$ cat src/rtl/sri_pkg.sv
package sri_pkg;

  localparam int unsigned A_W      = 32;           // interval bound width
  localparam int unsigned N_W      = 17;           // step count field width
  localparam int unsigned R_W      = 32;           // integral width
  localparam int unsigned MH_W     = 49;           // |b - a| << 16 and its quotient
  localparam int unsigned X_W      = 51;           // sample angle, Q.44
  localparam int unsigned ANG_W    = 35;           // rounded sample angle, Q.28
  localparam int unsigned RZ_W     = 36;           // angle during range reduction
  localparam int unsigned Z_W      = 32;           // CORDIC angle
  localparam int unsigned XY_W     = 33;           // CORDIC vector, Q.30
  localparam int unsigned N_FIELD_MAX = 131071;

  localparam int unsigned DEF_MAX_STEPS     = 65536;
  localparam int unsigned DEF_CORDIC_STAGES = 24;

  localparam logic signed [RZ_W-1:0] PI_Q28      = 36'sd843314857;
  localparam logic signed [RZ_W-1:0] HALF_PI_Q28 = 36'sd421657428;
  localparam logic signed [RZ_W-1:0] TWO_PI_Q28  = 36'sd1686629713;
  localparam logic signed [XY_W-1:0] GAIN_Q30    = 33'sd652032874;

  // arctan(2^-i) in Q.28, rounded
  function automatic logic signed [Z_W-1:0] atan_q28(input int unsigned i);
    logic signed [Z_W-1:0] v;
    case (i)
      0:  v = 32'sd210828714;
      1:  v = 32'sd124459457;
      2:  v = 32'sd65760959;
      3:  v = 32'sd33381290;
      4:  v = 32'sd16755422;
      5:  v = 32'sd8385879;
      6:  v = 32'sd4193963;
      7:  v = 32'sd2097109;
      8:  v = 32'sd1048571;
      9:  v = 32'sd524287;
      default: begin
        if (i >= 29) v = 32'sd1;
        else         v = Z_W'(32'sd1 <<< (28 - i));
      end
    endcase
    return v;
  endfunction

  typedef struct packed {
    logic load;
    logic div_step;
    logic issue;
    logic mul_start;
    logic mul_step;
    logic out_load;
  } cmd_t;

  typedef struct packed {
    logic in_zero;
    logic last_issue;
    logic pipe_empty;
    logic out_free;
  } sts_t;

endpackage

$ cat src/rtl/sri_ctrl.sv
module sri_ctrl
  import sri_pkg::*;
(
  input  logic clk_i,
  input  logic rst_ni,
  input  logic in_valid_i,
  output logic in_ready_o,
  input  sts_t sts_i,
  output cmd_t cmd_o
);

  localparam logic [2:0] S_IDLE  = 3'd0;
  localparam logic [2:0] S_DIV   = 3'd1;
  localparam logic [2:0] S_RUN   = 3'd2;
  localparam logic [2:0] S_DRAIN = 3'd3;
  localparam logic [2:0] S_MUL   = 3'd4;
  localparam logic [2:0] S_OUT   = 3'd5;

  localparam int unsigned C_W = $clog2(MH_W);
  localparam logic [C_W-1:0] C_LAST = C_W'(MH_W - 1);

  logic [2:0]     state_q, state_d;
  logic [C_W-1:0] cnt_q, cnt_d;

  always_comb begin
    state_d = state_q;
    cnt_d   = cnt_q;
    cmd_o   = '0;
    case (state_q)
      S_IDLE: begin
        if (in_valid_i) begin
          cmd_o.load = 1'b1;
          cnt_d      = '0;
          state_d    = sts_i.in_zero ? S_OUT : S_DIV;
        end
      end
      S_DIV: begin
        cmd_o.div_step = 1'b1;
        cnt_d          = cnt_q + 1'b1;
        if (cnt_q == C_LAST) state_d = S_RUN;
      end
      S_RUN: begin
        cmd_o.issue = 1'b1;
        if (sts_i.last_issue) state_d = S_DRAIN;
      end
      S_DRAIN: begin
        if (sts_i.pipe_empty) begin
          cmd_o.mul_start = 1'b1;
          cnt_d           = '0;
          state_d         = S_MUL;
        end
      end
      S_MUL: begin
        cmd_o.mul_step = 1'b1;
        cnt_d          = cnt_q + 1'b1;
        if (cnt_q == C_LAST) state_d = S_OUT;
      end
      S_OUT: begin
        if (sts_i.out_free) begin
          cmd_o.out_load = 1'b1;
          state_d        = S_IDLE;
        end
      end
      default: state_d = S_IDLE;
    endcase
  end

  always_ff @(posedge clk_i or negedge rst_ni) begin
    if (!rst_ni) begin
      state_q <= S_IDLE;
      cnt_q   <= '0;
    end else begin
      state_q <= state_d;
      cnt_q   <= cnt_d;
    end
  end

  assign in_ready_o = (state_q == S_IDLE);

endmodule

$ cat config.mk
export PLATFORM = sky130hd
export DESIGN_NAME = sri_ctrl
export DESIGN_NICKNAME = d
export VERILOG_FILES = /design/src/rtl/sri_pkg.sv /design/src/rtl/sri_ctrl.sv
export SDC_FILE = /design/constraint.sdc
export NUM_CORES = 1
export LEC_CHECK = 0
export BUFFER_PORTS_ARGS = -buffer_cell sky130_fd_sc_hd__clkbuf_2
export CORE_UTILIZATION = 30
export DETAILED_ROUTE_END_ITERATION = 6
export GPL_TIMING_DRIVEN = 0
export PLACE_DENSITY_LB_ADDON = 0.15
export SLEW_MARGIN = 15
export SYNTH_ARGS = -nofsm -noshare
export SYNTH_HDL_FRONTEND = slang
export SYNTH_SLANG_ARGS = --single-unit
$ cat constraint.sdc
create_clock -name clk_i -period 1.5 [get_ports clk_i]
set_clock_uncertainty 0.15 [all_clocks]
set_input_delay 0.15 -clock clk_i [delete_from_list [all_inputs] [get_ports clk_i]]
set_output_delay 0.15 -clock clk_i [all_outputs]
set_load 0.02 [all_outputs]
==> run_summary.xml, run 1 <==
<?xml version="1.0" encoding="UTF-8"?>
<metrics>
  <group name="place">
    <metric name="io_buffer_count" unit="">13</metric>
    <metric name="place_worst_setup_slack" unit="ns">-0.05219</metric>
    <metric name="post-place-cells" unit="">108</metric>
    <metric name="gpl_wtd_cong" unit="">0.7816</metric>
    <metric name="hpwl_after_dpl" unit="um">911.5</metric>
  </group>
  <group name="sta">
    <metric name="hold_violations" unit="">0</metric>
    <metric name="worstMarginPinSlew" unit="ns">0.2739</metric>
    <metric name="hold_ws" unit="ns">0.1049</metric>
    <metric name="slew_violations" unit="">0</metric>
    <metric name="period_needed" unit="ns">1.640</metric>
    <metric name="clock.fmax" unit="MHz">609.8</metric>
    <metric name="postLayoutSetupSlackWorst" unit="ns">-0.1399</metric>
    <metric name="fin_crit_sh" unit="">1.093</metric>
    <metric name="setup_viol" unit="">9</metric>
    <metric name="slew_headroom" unit="">0.8160</metric>
    <metric name="grt_setup_unrepaired" unit="">true</metric>
  </group>
  <group name="cts">
    <metric name="clkLatencyLatePin" unit="ns">0.26</metric>
    <metric name="clock_tree_from_tritoncts" unit="">yes</metric>
    <metric name="number_of_clock_sinks" unit="">9</metric>
    <metric name="htreeDepth" unit="">1</metric>
    <metric name="clock_pin_slew_on_the_worst_setup_and_hold_paths" unit="ns">0.06</metric>
    <metric name="numCtsBuffers" unit="">3</metric>
    <metric name="clk_path_buf_depth" unit="">2</metric>
    <metric name="root_buffer" unit="">sky130_fd_sc_hd__clkbuf_4</metric>
  </group>
  <group name="final_layout">
    <metric name="final_cells" unit="">128</metric>
    <metric name="num-nets-final" unit="">113</metric>
    <metric name="final_layout_size_suffix_gt1_frac" unit="">0.4854</metric>
    <metric name="diodes" unit="">0</metric>
    <metric name="area_growth" unit="%">73.26</metric>
    <metric name="mostFrequentLayoutCell" unit="">sky130_fd_sc_hd__buf_4</metric>
    <metric name="most-common-layout-cells" unit="">12 x sky130_fd_sc_hd__buf_4, 8 x sky130_fd_sc_hd__dfrtp_1, 6 x sky130_fd_sc_hd__buf_6, 6 x sky130_fd_sc_hd__o21ai_1, 6 x sky130_fd_sc_hd__clkbuf_2</metric>
  </group>
  <group name="synth">
    <metric name="synthesis.yosys.warnings" unit="">0</metric>
    <metric name="avgSynthCellArea" unit="sq um">8.222</metric>
    <metric name="ys_seq_elements" unit="">9</metric>
    <metric name="netlist_instances" unit="">70</metric>
    <metric name="post_synth_cell_types" unit="">29</metric>
    <metric name="syn-num-nets" unit="">79</metric>
    <metric name="synth_seq_area_share" unit="">0.3913</metric>
    <metric name="synth_area" unit="sq um">575.6</metric>
  </group>
  <group name="pwr">
    <metric name="post-layout-total-power" unit="mW">1.859</metric>
    <metric name="combinationalPowerShare" unit="">0.685</metric>
    <metric name="p_leak" unit="nW">0.4598</metric>
    <metric name="internal-power" unit="mW">1.084</metric>
    <metric name="power.switching_fraction" unit="">0.4169</metric>
    <metric name="ir_worst_vdd" unit="mV">0.8647</metric>
    <metric name="seq_power_share" unit="">0.214</metric>
    <metric name="power-per-cell-area" unit="nW/um^2">1864</metric>
    <metric name="pwr-share-clk" unit="">0.101</metric>
    <metric name="net-switching-power" unit="uW">774.8</metric>
  </group>
  <group name="routing">
    <metric name="route.antenna.remaining_nets" unit="">0</metric>
    <metric name="vias_per_cell" unit="">4.992</metric>
    <metric name="remaining_drc_errors" unit="">0</metric>
    <metric name="dr.first_iter.drc_count" unit="">15</metric>
    <metric name="detail_route.wl_per_cell" unit="um">13.50</metric>
    <metric name="drtPass1Iterations" unit="">4</metric>
    <metric name="via_count" unit="">639</metric>
    <metric name="wl" unit="um">1728</metric>
  </group>
  <group name="status">
    <metric name="failing_checks" unit="">negative setup slack</metric>
    <metric name="run_status" unit="">finished with violations</metric>
  </group>
  <group name="setup_path">
    <metric name="worst_setup_path_startpoint" unit="">state_q[2]</metric>
    <metric name="crit_path_start_kind" unit="">flop</metric>
    <metric name="arrival" unit="ns">1.34</metric>
    <metric name="critical_path.reg2reg.startpoint" unit="">state_q[0]</metric>
    <metric name="crit_type" unit="">reg -&gt; out</metric>
    <metric name="worst_ep_required_time" unit="ns">1.20</metric>
    <metric name="timing.critical_path.fanout_max" unit="">3</metric>
    <metric name="critical_path.endpoint_type" unit="">primary output</metric>
  </group>
  <group name="global_routing">
    <metric name="first_pass_grt_wire_length" unit="um">2580</metric>
    <metric name="antenna_found_initial" unit="">0</metric>
    <metric name="grt.total_usage" unit="">0.1779</metric>
    <metric name="globalRoute.totalOverflow" unit="">0</metric>
    <metric name="pin_count_of_the_biggest_net_entering_global_routing" unit="">11</metric>
    <metric name="first_global_vias" unit="">572</metric>
  </group>
  <group name="floorplanning">
    <metric name="floorplan.rows" unit="">15</metric>
    <metric name="initial_core_util" unit="">0.3262</metric>
    <metric name="core_area" unit="sq um">1764</metric>
    <metric name="die_area" unit="sq um">2098</metric>
    <metric name="floorplan.die.height" unit="um">45.80</metric>
    <metric name="die_w" unit="um">45.80</metric>
    <metric name="floorplan.io_pins" unit="">14</metric>
  </group>
  <group name="hold_path">
    <metric name="hold_path_class" unit="">in -&gt; reg</metric>
    <metric name="worst_hold_startpoint" unit="">in_valid_i</metric>
  </group>
  <group name="flow_run">
    <metric name="cap_violations" unit="">0</metric>
  </group>
</metrics>
## cell type report
| type | instances | area, sq um |
|---|---|---|
| tap | 25 | 31.28 |
| sequential | 9 | 226.5 |
| fill | 159 | 767.0 |
| timing repair buffer | 29 | 240.2 |
| clock buffer | 4 | 26.28 |
| multi-input combinational | 54 | 416.7 |
| inverter | 4 | 15.01 |
| buffer | 3 | 41.29 |
## worst max-delay path, stage by stage (launching register included)
cell and delay [ns]:
sky130_fd_sc_hd__dfrtp_2 0.44, sky130_fd_sc_hd__buf_4 0.15, sky130_fd_sc_hd__nor2b_2 0.14, sky130_fd_sc_hd__and3_4 0.21
sky130_fd_sc_hd__clkbuf_8 0.14
## synth_stat cells
cell                       number  area (sq um)
sky130_fd_sc_hd__a221o_1        1         10.01
sky130_fd_sc_hd__inv_1          4         15.01
sky130_fd_sc_hd__nor3_1         4         20.02
sky130_fd_sc_hd__ha_1           2         25.02
sky130_fd_sc_hd__dfrtp_1        9         225.2
sky130_fd_sc_hd__a21oi_1        3         15.01
sky130_fd_sc_hd__nor3b_1        2         15.01
sky130_fd_sc_hd__nand2b_1       2         12.51
sky130_fd_sc_hd__and2_1         1         6.260
sky130_fd_sc_hd__nand2_1        6         22.52
sky130_fd_sc_hd__o211ai_1       1         7.510
sky130_fd_sc_hd__o21ai_0        7         35.03
sky130_fd_sc_hd__o21a_1         1         7.510
sky130_fd_sc_hd__mux2i_1        1         10.01
sky130_fd_sc_hd__xnor2_1        1         8.760
sky130_fd_sc_hd__o21bai_1       1         7.510
sky130_fd_sc_hd__or2_1          1         6.260
sky130_fd_sc_hd__or3_1          1         6.260
sky130_fd_sc_hd__nor2_1         6         22.52
sky130_fd_sc_hd__or4_1          1         7.510
sky130_fd_sc_hd__and3_1         3         18.77
sky130_fd_sc_hd__a22o_1         1         8.760
sky130_fd_sc_hd__a22oi_1        1         7.510
sky130_fd_sc_hd__nand3_1        3         15.01
sky130_fd_sc_hd__nor4_1         1         6.260
sky130_fd_sc_hd__clkbuf_1       2         7.510
sky130_fd_sc_hd__nor2b_1        2         12.51
sky130_fd_sc_hd__xor2_1         1         8.760
sky130_fd_sc_hd__buf_2          1         5.000
## sequential cells by signal, indices dropped and copies added (netlist names)
name     count
cnt_q        6
state_q      3
## power groups by stage
stage	logic, mW	clock network, mW	registers (mW)
after floorplan	0.530	0	0.380
after global placement	0.696	0	0.396
after detailed placement	0.689	0	0.400
after CTS	1.01	0.192	0.375
after global routing	1.38	0.213	0.407
final	1.27	0.187	0.397
## final timing paths
check | to | slack (ns) | cells past startpoint
setup reg to reg | cnt_q[5] | -0.05 | 5
max in group asynchronous | state_q[2] | 0.85 | 2
hold / removal | state_q[0] | 0.10 | 3
min in group asynchronous | cnt_q[4] | 0.13 | 2
hold reg to reg | cnt_q[5] | 0.39 | 2
setup / recovery | cmd_o[2] | -0.14 | 4
## layer usage
| layer | vias to the layer above | wire length, um | GRT usage | share of wire |
|---|---|---|---|---|
| met4 | 0 | 32 | 0.03529 | 0.019 |
| met1 | 306 | 780 | 0.2276 | 0.45 |
| met2 | 13 | 849 | 0.2829 | 0.49 |
| li1 | 316 | - | - | - |
| met3 | 4 | 65 | 0.07143 | 0.038 |
| met5 | - | 0 | 0 | 0 |
## per-stage QoR
step / utilization / instance area [sq um] / setup TNS (ns)
3_3_place_gp: 0.3865 / 681.9 / -0.07836
3_5_place_dp: 0.3865 / 681.9 / -0.1020
2_1_floorplan: - / 585.6 / -0.1237
4_1_cts: 0.5007 / 883.3 / -0.3946
6_report: 0.5652 / 997.2 / -0.4028
5_1_grt: 0.5652 / 997.2 / -1.172
## cell families after synthesis
kind of cell / share of synthesized area
compound gates: 0.1717
xor+xnor: 0.03044
buf+inv: 0.04781
simple gates: 0.2978
fa+ha+maj: 0.04347
mux: 0.01739
flops: 0.3913
## timing repair
item,4_1_cts,5_1_grt
endpoints found under the setup margin,9,14
resized for setup,23,32
setup buffers,10,4
endpoints found under the hold margin,9,0
cloned,0,1
pin swaps,7,13
hold buffers,1,0
No activity file was read; power rests on OpenSTA's default activity.
==> run 2: changes to the inputs <==
--- a/config.mk
+++ b/config.mk
@@ -5,8 +5,9 @@
 export SDC_FILE = /design/constraint.sdc
 export NUM_CORES = 1
 export LEC_CHECK = 0
+export ABC_AREA = 1
 export BUFFER_PORTS_ARGS = -buffer_cell sky130_fd_sc_hd__clkbuf_2
-export CORE_UTILIZATION = 30
+export CORE_UTILIZATION = 46
 export DETAILED_ROUTE_END_ITERATION = 6
 export GPL_TIMING_DRIVEN = 0
 export PLACE_DENSITY_LB_ADDON = 0.15
==> run 2 against run 1 <==
The run still ends with negative setup slack left. Area after synthesis up 12%. Sequential power up 11%. Global-route usage is 5.5 points higher. Combinational power about the same. Critical path depth is the same. Cell area shrank 8.7%. Clock power grew 4%. Non-clock buffer count decreased by 8. Maximum frequency is 5.2% higher. Sequential share of layout area increased by 2.3 points. Critical path type unchanged.
==> run_summary.xml, run 2 <==
<?xml version="1.0" encoding="UTF-8"?>
<metrics>
  <group name="synth">
    <metric name="synth_flop_cell" unit="">sky130_fd_sc_hd__dfrtp_1</metric>
    <metric name="post_synth_cell_types" unit="">21</metric>
    <metric name="synth_top_cell_area_share" unit="">0.3495</metric>
    <metric name="async_flop_share" unit="">1.000</metric>
    <metric name="synth_top_cells_by_area" unit="">sky130_fd_sc_hd__dfrtp_1 35%, sky130_fd_sc_hd__nand2_1 10%, sky130_fd_sc_hd__nand3_1 9.3%, sky130_fd_sc_hd__inv_1 9.3%, sky130_fd_sc_hd__nor2_1 4.1%</metric>
    <metric name="edff_count_synth" unit="">0</metric>
    <metric name="synth_seq_area_share" unit="">0.3495</metric>
    <metric name="ys_seq_elements" unit="">9</metric>
    <metric name="synth_top_cells_by_count" unit="">18 x sky130_fd_sc_hd__nand2_1, 16 x sky130_fd_sc_hd__inv_1, 12 x sky130_fd_sc_hd__nand3_1</metric>
    <metric name="yosysMostFrequentCell" unit="">sky130_fd_sc_hd__nand2_1</metric>
    <metric name="synth_area" unit="sq um">644.4</metric>
    <metric name="syn-num-nets" unit="">100</metric>
    <metric name="avgSynthCellArea" unit="sq um">7.081</metric>
    <metric name="synthesis.yosys.warnings" unit="">0</metric>
    <metric name="netlist_instances" unit="">91</metric>
    <metric name="synth_top_cell_by_area" unit="">sky130_fd_sc_hd__dfrtp_1</metric>
  </group>
  <group name="place">
    <metric name="io_buffer_count" unit="">13</metric>
    <metric name="hpwl_after_dpl" unit="um">1024</metric>
    <metric name="post_dp_cell_area" unit="sq um">728.2</metric>
    <metric name="gpl_wtd_cong" unit="">0.7720</metric>
  </group>
  <group name="routing">
    <metric name="detail_route.wl_per_cell" unit="um">12.87</metric>
    <metric name="drtPass1Iterations" unit="">4</metric>
    <metric name="route.antenna.remaining_nets" unit="">0</metric>
    <metric name="via_count" unit="">693</metric>
    <metric name="remaining_drc_errors" unit="">0</metric>
    <metric name="dr.first_iter.drc_count" unit="">27</metric>
    <metric name="wl" unit="um">1712</metric>
    <metric name="vias_per_cell" unit="">5.211</metric>
  </group>
  <group name="final_layout">
    <metric name="num-nets-final" unit="">128</metric>
    <metric name="nFillCells" unit="">117</metric>
    <metric name="largest_reg_flops" unit="">6</metric>
    <metric name="mostFrequentLayoutCell" unit="">sky130_fd_sc_hd__nand2_1</metric>
    <metric name="reg_top3" unit="">cnt_q: 6 flops, state_q: 3 flops</metric>
    <metric name="final_layout_size_suffix_gt1_frac" unit="">0.4068</metric>
    <metric name="most-common-layout-cells" unit="">17 x sky130_fd_sc_hd__nand2_1, 13 x sky130_fd_sc_hd__buf_4, 12 x sky130_fd_sc_hd__inv_1, 12 x sky130_fd_sc_hd__nand3_1, 7 x sky130_fd_sc_hd__dfrtp_1</metric>
    <metric name="diodes" unit="">0</metric>
    <metric name="area_growth" unit="%">41.36</metric>
    <metric name="final_cell_area" unit="sq um">910.9</metric>
    <metric name="largest_register" unit="">cnt_q</metric>
  </group>
  <group name="setup_path">
    <metric name="reg2reg_depth" unit="">9</metric>
    <metric name="crit_type" unit="">reg -&gt; out</metric>
    <metric name="timing.critical_path.fanout_max" unit="">5</metric>
    <metric name="timing.critical_path.cells" unit="">nor2_4 -&gt; inv_2 -&gt; nor3_2 -&gt; buf_4</metric>
    <metric name="critical_path.reg2reg.startpoint" unit="">state_q[1]</metric>
    <metric name="worst_ep_required_time" unit="ns">1.20</metric>
    <metric name="r2r_slack" unit="ns">0.02</metric>
    <metric name="critical_path.endpoint_type" unit="">primary output</metric>
    <metric name="max_stage_delay_cell_worst_path" unit="">sky130_fd_sc_hd__dfrtp_2</metric>
    <metric name="rr_endpoint" unit="">state_q[0]</metric>
    <metric name="arrival" unit="ns">1.26</metric>
    <metric name="longest_individual_stage_delay_on_the_worst_path" unit="ns">0.45</metric>
    <metric name="crit_path_start_kind" unit="">flop</metric>
  </group>
  <group name="global_routing">
    <metric name="first_global_vias" unit="">530</metric>
    <metric name="antenna_found_initial" unit="">0</metric>
    <metric name="grt.busiest_layer" unit="">met2</metric>
    <metric name="groute.layer.met3.usage" unit="">0.1023</metric>
    <metric name="globalRoute.totalOverflow" unit="">0</metric>
    <metric name="grtUsageMet1" unit="">0.2842</metric>
    <metric name="first_pass_grt_wire_length" unit="um">2277</metric>
    <metric name="pin_count_of_the_biggest_net_entering_global_routing" unit="">10</metric>
    <metric name="grt.met2_usage" unit="">0.3484</metric>
    <metric name="grt.total_usage" unit="">0.2331</metric>
  </group>
  <group name="sta">
    <metric name="hold_violations" unit="">0</metric>
    <metric name="fin_crit_sh" unit="">1.039</metric>
    <metric name="slew_violations" unit="">0</metric>
    <metric name="slew_headroom" unit="">0.8393</metric>
    <metric name="period_needed" unit="ns">1.558</metric>
    <metric name="setup_tns" unit="ns">-0.09657</metric>
    <metric name="setup_viol" unit="">3</metric>
    <metric name="clock.fmax" unit="MHz">641.6</metric>
    <metric name="grt_setup_unrepaired" unit="">true</metric>
    <metric name="postLayoutSetupSlackWorst" unit="ns">-0.05849</metric>
    <metric name="worstMarginPinSlew" unit="ns">0.2401</metric>
  </group>
  <group name="cts">
    <metric name="clock_pin_slew_on_the_worst_setup_and_hold_paths" unit="ns">0.06</metric>
    <metric name="numCtsBuffers" unit="">3</metric>
    <metric name="root_buffer" unit="">sky130_fd_sc_hd__clkbuf_4</metric>
    <metric name="clk_path_buf_depth" unit="">2</metric>
    <metric name="number_of_clock_sinks" unit="">9</metric>
    <metric name="clkLatencyLatePin" unit="ns">0.28</metric>
    <metric name="clock_tree_from_tritoncts" unit="">yes</metric>
    <metric name="htreeDepth" unit="">1</metric>
  </group>
  <group name="pwr">
    <metric name="p_leak" unit="nW">0.4823</metric>
    <metric name="ir_worst_vdd" unit="mV">1.205</metric>
    <metric name="power-per-cell-area" unit="nW/um^2">2057</metric>
  </group>
  <group name="status">
    <metric name="run_status" unit="">finished with violations</metric>
    <metric name="failing_checks" unit="">negative setup slack</metric>
  </group>
  <group name="floorplanning">
    <metric name="floorplan.io_pins" unit="">14</metric>
    <metric name="floorplan.rows" unit="">13</metric>
    <metric name="initial_core_util" unit="">0.4952</metric>
    <metric name="core_area" unit="sq um">1301</metric>
    <metric name="die_w" unit="um">39.43</metric>
    <metric name="die_area" unit="sq um">1554</metric>
    <metric name="floorplan.die.height" unit="um">39.43</metric>
  </group>
  <group name="hold_path">
    <metric name="hold_path_class" unit="">in -&gt; async</metric>
  </group>
  <group name="flow_run">
    <metric name="cap_violations" unit="">0</metric>
  </group>
</metrics>
==> run 2: critical path, delay by kind of cell, from the launching register on <==
family / cells / cell delay, ns
flops: 1 / 0.45
buf+inv: 2 / 0.23
simple gates: 2 / 0.30
==> run 2: routing by layer <==
metal,up-vias,wire length (um)
li1,344,-
met1,318,713
met2,25,858
met3,6,112
met4,0,29
met5,-,0
==> run 2: cell type report <==
class                   count  area [sq um]  share of cell area
plain buffers               1         11.26             0.01236
clock buffers               4         26.28             0.02885
inverters                  17         63.81             0.07005
multi-input cells          64         389.1              0.4272
flip-flops and latches      9         227.7              0.2500
well taps                  15         18.77             0.02060
repair buffers             23         173.9              0.1909
==> run 2: worst max-delay path by stage <==
stage / from / end / slack [ns] / depth (start not counted)
global route: state_q[1] / cmd_o[5] / -0.09 / 4
floorplan: state_q[0] / cmd_o[5] / 0.10 / 3
finish: state_q[1] / cmd_o[5] / -0.06 / 4
detailed placement: state_q[0] / state_q[0] / 0.03 / 6
CTS: state_q[1] / cmd_o[1] / -0.03 / 4
global placement: state_q[0] / state_q[0] / 0.07 / 6
==> run 2: kinds of logic after synthesis <==
| group | after synthesis | share of synthesized area |
|---|---|---|
| fa+ha+maj | 2 | 0.03883 |
| flops | 9 | 0.3495 |
| compound gates | 12 | 0.1223 |
| buf+inv | 18 | 0.1165 |
| xor+xnor | 1 | 0.01359 |
| simple gates | 49 | 0.3592 |
==> run 2: through the flow <==
| step | hold WS (ns) | instances | util | setup slack (ns) | power [mW] |
|---|---|---|---|---|---|
| floorplan | -0.2956 | 91 | - | 0.1041 | 1.086 |
| global placement | -0.1335 | 119 | 0.5596 | 0.06554 | 1.271 |
| detailed placement | -0.1289 | 119 | 0.5596 | 0.03394 | 1.292 |
| CTS | 0.09090 | 131 | 0.6538 | -0.03086 | 1.679 |
| global route | 0.1426 | 133 | 0.7000 | -0.09143 | 2.007 |
| finish | 0.1102 | 133 | 0.7000 | -0.05849 | 1.874 |
==> run 2: timing repair <==
action,CTS,global route
setup buffers,7,2
hold buffers,1,0
pin swaps,2,2
setup endpoints to repair,6,16
resized for setup,11,21
endpoints found under the hold margin,9,0
==> run 2: where the power goes <==
part	total (mW)	leakage [nW]	internal (mW)	switching, mW
Sequential	0.439	0.117	0.326	0.113
Combinational	1.24	0.351	0.524	0.716
Clock	0.194	0.0150	0.103	0.0911
